===== config.mk =====
export PLATFORM = sky130hd
export DESIGN_NAME = multiplexed_digit_display_pwm_top
export DESIGN_NICKNAME = d
export VERILOG_FILES = /design/src/hdl/mdd_pkg.sv /design/src/hdl/mdd_char_decode.sv /design/src/hdl/mdd_scan_core.sv /design/src/hdl/multiplexed_digit_display_pwm_top.sv
export SDC_FILE = /design/constraint.sdc
export NUM_CORES = 1
export LEC_CHECK = 0
export BUFFER_PORTS_ARGS = -buffer_cell sky130_fd_sc_hd__clkbuf_2
export CAP_MARGIN = 20
export CORE_AREA = 3 3 109 111
export CTS_BUF_LIST = sky130_fd_sc_hd__clkbuf_8
export DETAILED_ROUTE_END_ITERATION = 16
export DIE_AREA = 0 0 112 114
export HOLD_SLACK_MARGIN = 0.06
export PLACE_DENSITY = 0.87
export SLEW_MARGIN = 20
export SYNTH_ARGS = -nofsm -noshare
export SYNTH_HDL_FRONTEND = slang
export SYNTH_SLANG_ARGS = --single-unit

===== constraint.sdc =====
create_clock -name clk_i -period 5.4 [get_ports clk_i]
set_clock_uncertainty 0.2 [all_clocks]
set_input_delay 0.54 -clock clk_i [delete_from_list [all_inputs] [get_ports clk_i]]
set_output_delay 0.54 -clock clk_i [all_outputs]
set_load 0.005 [all_outputs]

===== src/hdl/mdd_pkg.sv =====
// shared types and constants of the multiplexed digit display scanner
// no dependencies; imported by every module of the block
`default_nettype none

package mdd_pkg;

  // full pwm period in ticks, off time plus on time of one digit
  localparam int BRIGHT_MAX  = 255;
  localparam int DIGIT_COUNT = 4;
  localparam int DIG_W       = $clog2(DIGIT_COUNT);
  localparam int CODE_W      = 8;
  localparam int BRIGHT_W    = 8;
  localparam int CHAR_W      = 8;

  // phase timer width: holds BRIGHT_MAX and any brightness value
  localparam int LEN_W = ($clog2(BRIGHT_MAX + 1) > BRIGHT_W) ?
                         $clog2(BRIGHT_MAX + 1) : BRIGHT_W;

  localparam logic [BRIGHT_W-1:0] BRIGHT_RST =
    BRIGHT_W'((BRIGHT_MAX > 255) ? 255 : BRIGHT_MAX);
  localparam logic [LEN_W-1:0]    BRIGHT_MAX_L = LEN_W'(BRIGHT_MAX);

  localparam logic [CODE_W-1:0] BLANK_CODE = 8'hFF;
  localparam logic [CHAR_W-1:0] ASCII_ZERO = 8'h30;
  localparam logic [CHAR_W-1:0] ASCII_NINE = 8'h39;

  // input kinds carried on tuser
  localparam logic CMD_TICK = 1'b0;
  localparam logic CMD_LOAD = 1'b1;

  localparam int CFG_ADDR_W = 3;

  typedef enum logic [CFG_ADDR_W-1:0] {
    REG_BRIGHT0    = 3'd0,
    REG_BRIGHT1    = 3'd1,
    REG_BRIGHT2    = 3'd2,
    REG_BRIGHT3    = 3'd3,
    REG_DISPLAY_ON = 3'd4
  } cfg_reg_e;

  typedef struct packed {
    logic                  we;
    logic [CFG_ADDR_W-1:0] addr;
    logic [BRIGHT_W-1:0]   data;
  } cfg_wr_t;

  // decoded load: one code per digit plus blank flags
  typedef struct packed {
    logic [DIGIT_COUNT-1:0][CODE_W-1:0] codes;
    logic [DIGIT_COUNT-1:0]             blank;
  } load_t;

  typedef struct packed {
    logic [DIG_W-1:0]       scan_digit;
    logic [DIGIT_COUNT-1:0] anode_lines;
    logic [CODE_W-1:0]      cathode_code;
  } res_t;

endpackage

`default_nettype wire


===== src/hdl/mdd_char_decode.sv =====
// ascii to digit code decoder for one load beat
// depends on mdd_pkg
`default_nettype none

module mdd_char_decode (
  input  logic [mdd_pkg::DIGIT_COUNT-1:0][mdd_pkg::CHAR_W-1:0] chars_i,
  output mdd_pkg::load_t                                       load_o
);
  import mdd_pkg::*;

  always_comb begin
    for (int i = 0; i < DIGIT_COUNT; i++) begin
      if (chars_i[i] >= ASCII_ZERO && chars_i[i] <= ASCII_NINE) begin
        load_o.codes[i] = CODE_W'(chars_i[i] - ASCII_ZERO);
        load_o.blank[i] = 1'b0;
      end else begin
        load_o.codes[i] = BLANK_CODE;
        load_o.blank[i] = 1'b1;
      end
    end
  end

endmodule

`default_nettype wire


===== src/hdl/mdd_scan_core.sv =====
// scan state, pwm phase timer and brightness registers
// depends on mdd_pkg; fed by mdd_char_decode through the top level
`default_nettype none

module mdd_scan_core (
  input  logic             clk_i,
  input  logic             rst_ni,
  input  mdd_pkg::cfg_wr_t cfg_i,
  input  logic             step_i,
  input  logic             cmd_i,
  input  mdd_pkg::load_t   load_i,
  output mdd_pkg::res_t    res_o
);
  import mdd_pkg::*;

  logic                               phase_par_q, phase_par_d;
  logic [DIG_W-1:0]                   digit_ptr_q, digit_ptr_d;
  logic [LEN_W-1:0]                   elapsed_q, elapsed_d;
  logic [LEN_W-1:0]                   phase_len_q, phase_len_d;
  logic [DIGIT_COUNT-1:0][CODE_W-1:0] codes_q, codes_d;
  logic [DIGIT_COUNT-1:0]             blank_q, blank_d;
  logic [CODE_W-1:0]                  cathode_q, cathode_d;
  logic [DIGIT_COUNT-1:0]             anode_q, anode_d;
  logic [DIGIT_COUNT-1:0][BRIGHT_W-1:0] bright_q, bright_d;
  logic                               disp_on_q, disp_on_d;

  logic [BRIGHT_W-1:0] cur_bright;
  logic [LEN_W:0]      elapsed_inc;
  logic                expire;

  assign cur_bright  = bright_q[digit_ptr_q];
  assign elapsed_inc = {1'b0, elapsed_q} + (LEN_W+1)'(1);
  assign expire      = elapsed_inc >= {1'b0, phase_len_q};

  always_comb begin
    phase_par_d = phase_par_q;
    digit_ptr_d = digit_ptr_q;
    elapsed_d   = elapsed_q;
    phase_len_d = phase_len_q;
    codes_d     = codes_q;
    blank_d     = blank_q;
    cathode_d   = cathode_q;
    anode_d     = anode_q;
    bright_d    = bright_q;
    disp_on_d   = disp_on_q;

    if (step_i) begin
      if (cmd_i == CMD_LOAD) begin
        codes_d = load_i.codes;
        blank_d = load_i.blank;
      end else if (disp_on_q) begin
        elapsed_d = elapsed_inc[LEN_W-1:0];
        if (expire) begin
          elapsed_d = '0;
          if (!phase_par_q) begin
            // off phase: dark for the rest of the period, then next digit
            anode_d     = '0;
            phase_len_d = (LEN_W'(cur_bright) <= BRIGHT_MAX_L) ?
                          BRIGHT_MAX_L - LEN_W'(cur_bright) : '0;
            digit_ptr_d = digit_ptr_q + DIG_W'(1);
            phase_par_d = 1'b1;
          end else begin
            cathode_d   = codes_q[digit_ptr_q];
            anode_d     = (DIGIT_COUNT'(1) << digit_ptr_q) & ~blank_q;
            phase_len_d = LEN_W'(cur_bright);
            phase_par_d = 1'b0;
          end
        end
      end
    end

    if (cfg_i.we) begin
      unique case (cfg_i.addr) inside
        REG_BRIGHT0, REG_BRIGHT1, REG_BRIGHT2, REG_BRIGHT3: begin
          if (LEN_W'(cfg_i.data) <= BRIGHT_MAX_L) begin
            bright_d[cfg_i.addr[DIG_W-1:0]] = cfg_i.data;
          end
        end
        REG_DISPLAY_ON: begin
          if (cfg_i.data[0]) begin
            disp_on_d   = 1'b1;
            digit_ptr_d = '0;
            elapsed_d   = '0;
          end else begin
            disp_on_d = 1'b0;
            anode_d   = '0;
          end
        end
        default: ;
      endcase
    end
  end

  always_ff @(posedge clk_i or negedge rst_ni) begin
    if (!rst_ni) begin
      phase_par_q <= 1'b0;
      digit_ptr_q <= '0;
      elapsed_q   <= '0;
      phase_len_q <= '0;
      codes_q     <= '0;
      blank_q     <= '0;
      cathode_q   <= '0;
      anode_q     <= '0;
      bright_q    <= {DIGIT_COUNT{BRIGHT_RST}};
      disp_on_q   <= 1'b1;
    end else begin
      phase_par_q <= phase_par_d;
      digit_ptr_q <= digit_ptr_d;
      elapsed_q   <= elapsed_d;
      phase_len_q <= phase_len_d;
      codes_q     <= codes_d;
      blank_q     <= blank_d;
      cathode_q   <= cathode_d;
      anode_q     <= anode_d;
      bright_q    <= bright_d;
      disp_on_q   <= disp_on_d;
    end
  end

  // result carries the latch values after this beat
  assign res_o.cathode_code = cathode_d;
  assign res_o.anode_lines  = anode_d;
  assign res_o.scan_digit   = digit_ptr_d;

endmodule

`default_nettype wire


===== src/hdl/multiplexed_digit_display_pwm_top.sv =====
// top level of the four-digit multiplexed display scanner with pwm dimming
// depends on mdd_pkg, mdd_char_decode and mdd_scan_core
`default_nettype none

// channel  dir  signals                     contents
// s_axis   in   tvalid tready tdata tuser   tick or load of four characters
// m_axis   out  tvalid tready tdata         latch state after each beat
// cfg      in   we addr data                brightness 0..3, display_on
//
// one beat per clock sustained while m_axis_tready is high; the path is an
// input register, the scan/timer update logic, then a result register
// the input register frees whenever the result register is empty or taken,
// so a stalled result still lets one more beat in
// reset brings "0000" on screen, full brightness, scanning on, first tick
// starts the off phase of digit 0

module multiplexed_digit_display_pwm_top (
  input  logic        clk_i,
  input  logic        rst_ni,
  // config write port
  input  logic        cfg_we_i,
  input  logic [2:0]  cfg_addr_i,
  input  logic [7:0]  cfg_data_i,
  // input beats
  input  logic        s_axis_tvalid,
  output logic        s_axis_tready,
  input  logic [31:0] s_axis_tdata,   // char0 [7:0], char1, char2, char3 [31:24]
  input  logic        s_axis_tuser,   // cmd: 0 tick, 1 load
  // result beats
  output logic        m_axis_tvalid,
  input  logic        m_axis_tready,
  output logic [15:0] m_axis_tdata    // cathode_code [7:0], anode_lines [11:8],
                                      // scan_digit [13:12], zero [15:14]
);
  import mdd_pkg::*;

  // input register
  logic                               in_vld_q, in_vld_d;
  logic                               in_cmd_q, in_cmd_d;
  logic [DIGIT_COUNT-1:0][CHAR_W-1:0] in_chars_q, in_chars_d;

  // result register
  logic out_vld_q, out_vld_d;
  res_t out_res_q, out_res_d;

  logic    advance;
  load_t   load;
  res_t    core_res;
  cfg_wr_t cfg;

  // an item moves on when the result slot is free or being emptied
  assign advance       = in_vld_q && (!out_vld_q || m_axis_tready);
  assign s_axis_tready = !in_vld_q || advance;

  always_comb begin
    in_vld_d   = in_vld_q;
    in_cmd_d   = in_cmd_q;
    in_chars_d = in_chars_q;
    if (advance) begin
      in_vld_d = 1'b0;
    end
    if (s_axis_tvalid && s_axis_tready) begin
      in_vld_d   = 1'b1;
      in_cmd_d   = s_axis_tuser;
      in_chars_d = s_axis_tdata;
    end

    out_vld_d = out_vld_q;
    out_res_d = out_res_q;
    if (advance) begin
      out_vld_d = 1'b1;
      out_res_d = core_res;
    end else if (m_axis_tready) begin
      out_vld_d = 1'b0;
    end
  end

  always_ff @(posedge clk_i or negedge rst_ni) begin
    if (!rst_ni) begin
      in_vld_q  <= 1'b0;
      out_vld_q <= 1'b0;
    end else begin
      in_vld_q  <= in_vld_d;
      out_vld_q <= out_vld_d;
    end
  end

  // payload needs no reset
  always_ff @(posedge clk_i) begin
    in_cmd_q   <= in_cmd_d;
    in_chars_q <= in_chars_d;
    out_res_q  <= out_res_d;
  end

  assign cfg.we   = cfg_we_i;
  assign cfg.addr = cfg_addr_i;
  assign cfg.data = cfg_data_i;

  mdd_char_decode u_decode (
    .chars_i (in_chars_q),
    .load_o  (load)
  );

  mdd_scan_core u_core (
    .clk_i  (clk_i),
    .rst_ni (rst_ni),
    .cfg_i  (cfg),
    .step_i (advance),
    .cmd_i  (in_cmd_q),
    .load_i (load),
    .res_o  (core_res)
  );

  assign m_axis_tvalid = out_vld_q;
  assign m_axis_tdata  = {2'b00, out_res_q.scan_digit, out_res_q.anode_lines,
                          out_res_q.cathode_code};

endmodule

`default_nettype wire

==> flow_summary.yaml <==
clock_network:
  clock_latency_ns: 0.48
  numCtsBuffers: 17
  cts_resized: 0
  cts-root-buf: "clkbuf_8"
  htree_levels: 4
  clock_path_buffers: 2
  cts.sinks: 149
  path_clk_slew_ns: 0.09
  cts_setup_buffers: 0
  cts_tree: "done"
worst_setup_path:
  crit_type: "reg2reg"
  end_kind: "register"
  slowest_delay_ns: 0.54
  required_ns: 5.41
  cp_cell_sequence: "nand3_1 > nor3_1 > xor2_1 > ha_1 > nand3_1 > o211ai_1 > a211o_1 > and3_1 > mux2_4"
  start_kind: "register"
  crit_family: "simple AND/OR/NAND/NOR gates"
  path_max_fanout: 14
  cp_num_buf_inv: 0
  crit_slowest_cell: "and3_1"
  crit_arrival_ns: 3.70
  path_common_cell: "nand3_1"
place:
  numPortBuffers: 64
  gp_congestion: 0.8002
  hpwlAfterDp_um: 8563
  dp_slack_ns: 1.779
sta:
  slew_headroom_pct: 27.70
  setup-violations-final: 0
  rsz0062_at_grt: "false"
  drv_slew: 0
  finalSetupTns_ns: 0
  setup_ws_ns: 1.714
  fmax_ghz: 0.2713
  fin_crit_ns: 3.686
  hold_viol_final: 0
  period_share_pct: 68.26
  tightest_slew_ns: 1.082
synth:
  synth-edff-count: 47
  syn_inst: 467
  syn_area_per_cell_um2: 13.79
  synthFlopType: "dfrtp_1"
  synth_seq_area_share_pct: 62.20
  yosys_warnings: 0
  synthDistinctLibCells: 44
  async_flop_share_pct: 68.46
  syn-cell-area_um2: 6439
  ys_ff_latch: 149
min_path:
  hold_path.class: "in2reg"
detailed_routing:
  vias_per_cell: 6.054
  post_drt_wl_per_cell_um: 21.14
  ant_nets: 0
  drtPass1Iterations: 5
  wirelength_um: 15280
  dr.first_iter.drc_count: 359
  vias: 4377
  drcViolationCount: 0
flow_run:
  max_cap_violations: 0
power_and_ir_drop:
  p_leak_nw: 3.041
  p_per_area_nw_per_um2: 443.3
  ir_drop_v: 0.0002452
grt:
  first_global_vias: 4500
  antenna_found_initial: 0
  grt_pass1_wl_um: 23930
  grtUsageTotal_pct: 24.64
  grt_overflow_total: 0
  grt_max_degree: 54
floorplan:
  die_h_um: 114
  dieWidth_um: 112
  io_pins: 67
  dieArea_um2: 12770
  core_um2: 10890
  rows: 38
  initial_core_util_pct: 59.14
status:
  status: "complete, no violations"
finish:
  drive_gt1_share_pct: 33.79
  syn2layout_area_growth_pct: 18.83
  antenna_cells: 0
  fillers: 648
  fin_nets: 636
## state kept, by name (all words and copies together) (netlist names)
register and flops:
in_chars_q 32, u_core.bright_q 32, u_core.codes_q 32, m_axis_tdata 14, u_core.cathode_q 8, u_core.elapsed_q 8, u_core.phase_len_q 8, u_core.anode_q 4
u_core.blank_q 4, u_core.digit_ptr_q 2, in_cmd_q 1, in_vld_q 1, m_axis_tvalid 1, u_core.disp_on_q 1, u_core.phase_par_q 1
## through the flow
stage | util, % | power [mW] | std cells | hold slack [ns] | instance area, um^2
4_1_cts | 70.18 | 3.362 | 722 | 0.06332 | 7641
2_1_floorplan | - | 2.182 | 468 | 0.04441 | 6442
3_5_place_dp | 63.33 | 2.427 | 658 | 0.2504 | 6895
3_3_place_gp | 63.32 | 2.367 | 658 | 0.2449 | 6894
6_report | 70.27 | 3.391 | 723 | 0.08975 | 7651
5_1_grt | 70.27 | 3.563 | 723 | 0.08733 | 7651
## logic make-up after synthesis
family	after synthesis	synth area share [%]
compound gates	67	6.743
xor+xnor	15	2.040
fa+ha+maj	17	3.303
buf+inv	38	2.468
flops	149	62.20
mux	59	13.56
other cells	1	0.05824
simple gates	121	9.619
## worst paths after layout
kind                                startpoint                     to  slack [ns]  depth (start not counted)
max in group asynchronous               rst_ni  u_core.digit_ptr_q[0]        3.44                          3
hold / removal                s_axis_tdata[12]         in_chars_q[12]        0.09                          1
setup reg to reg           u_core.elapsed_q[2]        m_axis_tdata[7]        1.71                          9
setup / recovery           u_core.elapsed_q[2]        m_axis_tdata[7]        1.71                          9
hold reg to reg                 in_chars_q[24]     u_core.codes_q[24]        0.27                          1
min in group asynchronous               rst_ni  u_core.phase_len_q[0]        0.45                          2
## synth_stat cells, types with 5 or more instances
cell	number	area (um^2)
ha_1	17	212.7
edfxtp_1	47	1411
clkbuf_1	13	48.80
o22a_1	16	140.1
or4_1	5	37.54
mux2_2	33	371.6
a21oi_1	19	95.09
nand3_1	16	80.08
o21ai_0	20	100.1
mux4_2	16	360.4
nand4_1	6	37.54
nor2_1	40	150.1
nand2_1	24	90.09
mux2_4	8	120.1
inv_1	18	67.56
xnor2_1	12	105.1
nor2b_1	6	37.54
dfstp_2	33	867.1
dfrtp_1	69	1727
## report_power, final
group	switching [mW]	leakage, nW	total (mW)	internal, mW
Clock	0.466	0.210	0.934	0.469
Sequential	0.203	1.53	1.62	1.41
Combinational	0.412	1.30	0.841	0.429
## timing repair
item | 4_1_cts | 5_1_grt
hold buffers | 32 | 1
endpoints found under the hold margin | 59 | 1
setup endpoints to repair | 0 | 0
## per-layer routing
layer  part of all wire (%)  vias up  GRT usage [%]
met5                      0        -              0
met1                     40     2169          32.04
li1                       -     1920              -
met4                    3.4        0          10.34
met3                    6.7       44          5.305
met2                     50      244          40.77
## placed cells by master (no fill, tap or decap), drive strengths merged, types with 4 or more instances in the layout
master,Yosys,routed
nor2,40,40
edfxtp,47,47
nor2b,6,6
dlygate4sd3,0,33
buf,7,7
dfrtp,69,69
nand2,24,24
a21oi,19,19
ha,17,17
mux2,42,42
o22a,16,16
nand4,6,6
mux4,16,16
a41oi,4,4
a31oi,4,4
o21ai,20,20
inv,18,25
or4,5,5
dfstp,33,33
nand3,16,16
clkbuf,13,80
xnor2,12,12
## final cells by class
type                       instances  area [um^2]  share of cell area (%)
clock buffer                      17        234.0                   3.058
clock inverter                    15        191.4                   2.502
inverter                          18        67.56                  0.8831
multi-input combinational        281         2278                   29.78
sequential                       149         4006                   52.36
tap                              140        175.2                   2.289
timing repair buffer             103        698.2                   9.125
Note: power is estimated with default switching activity, not from simulation.
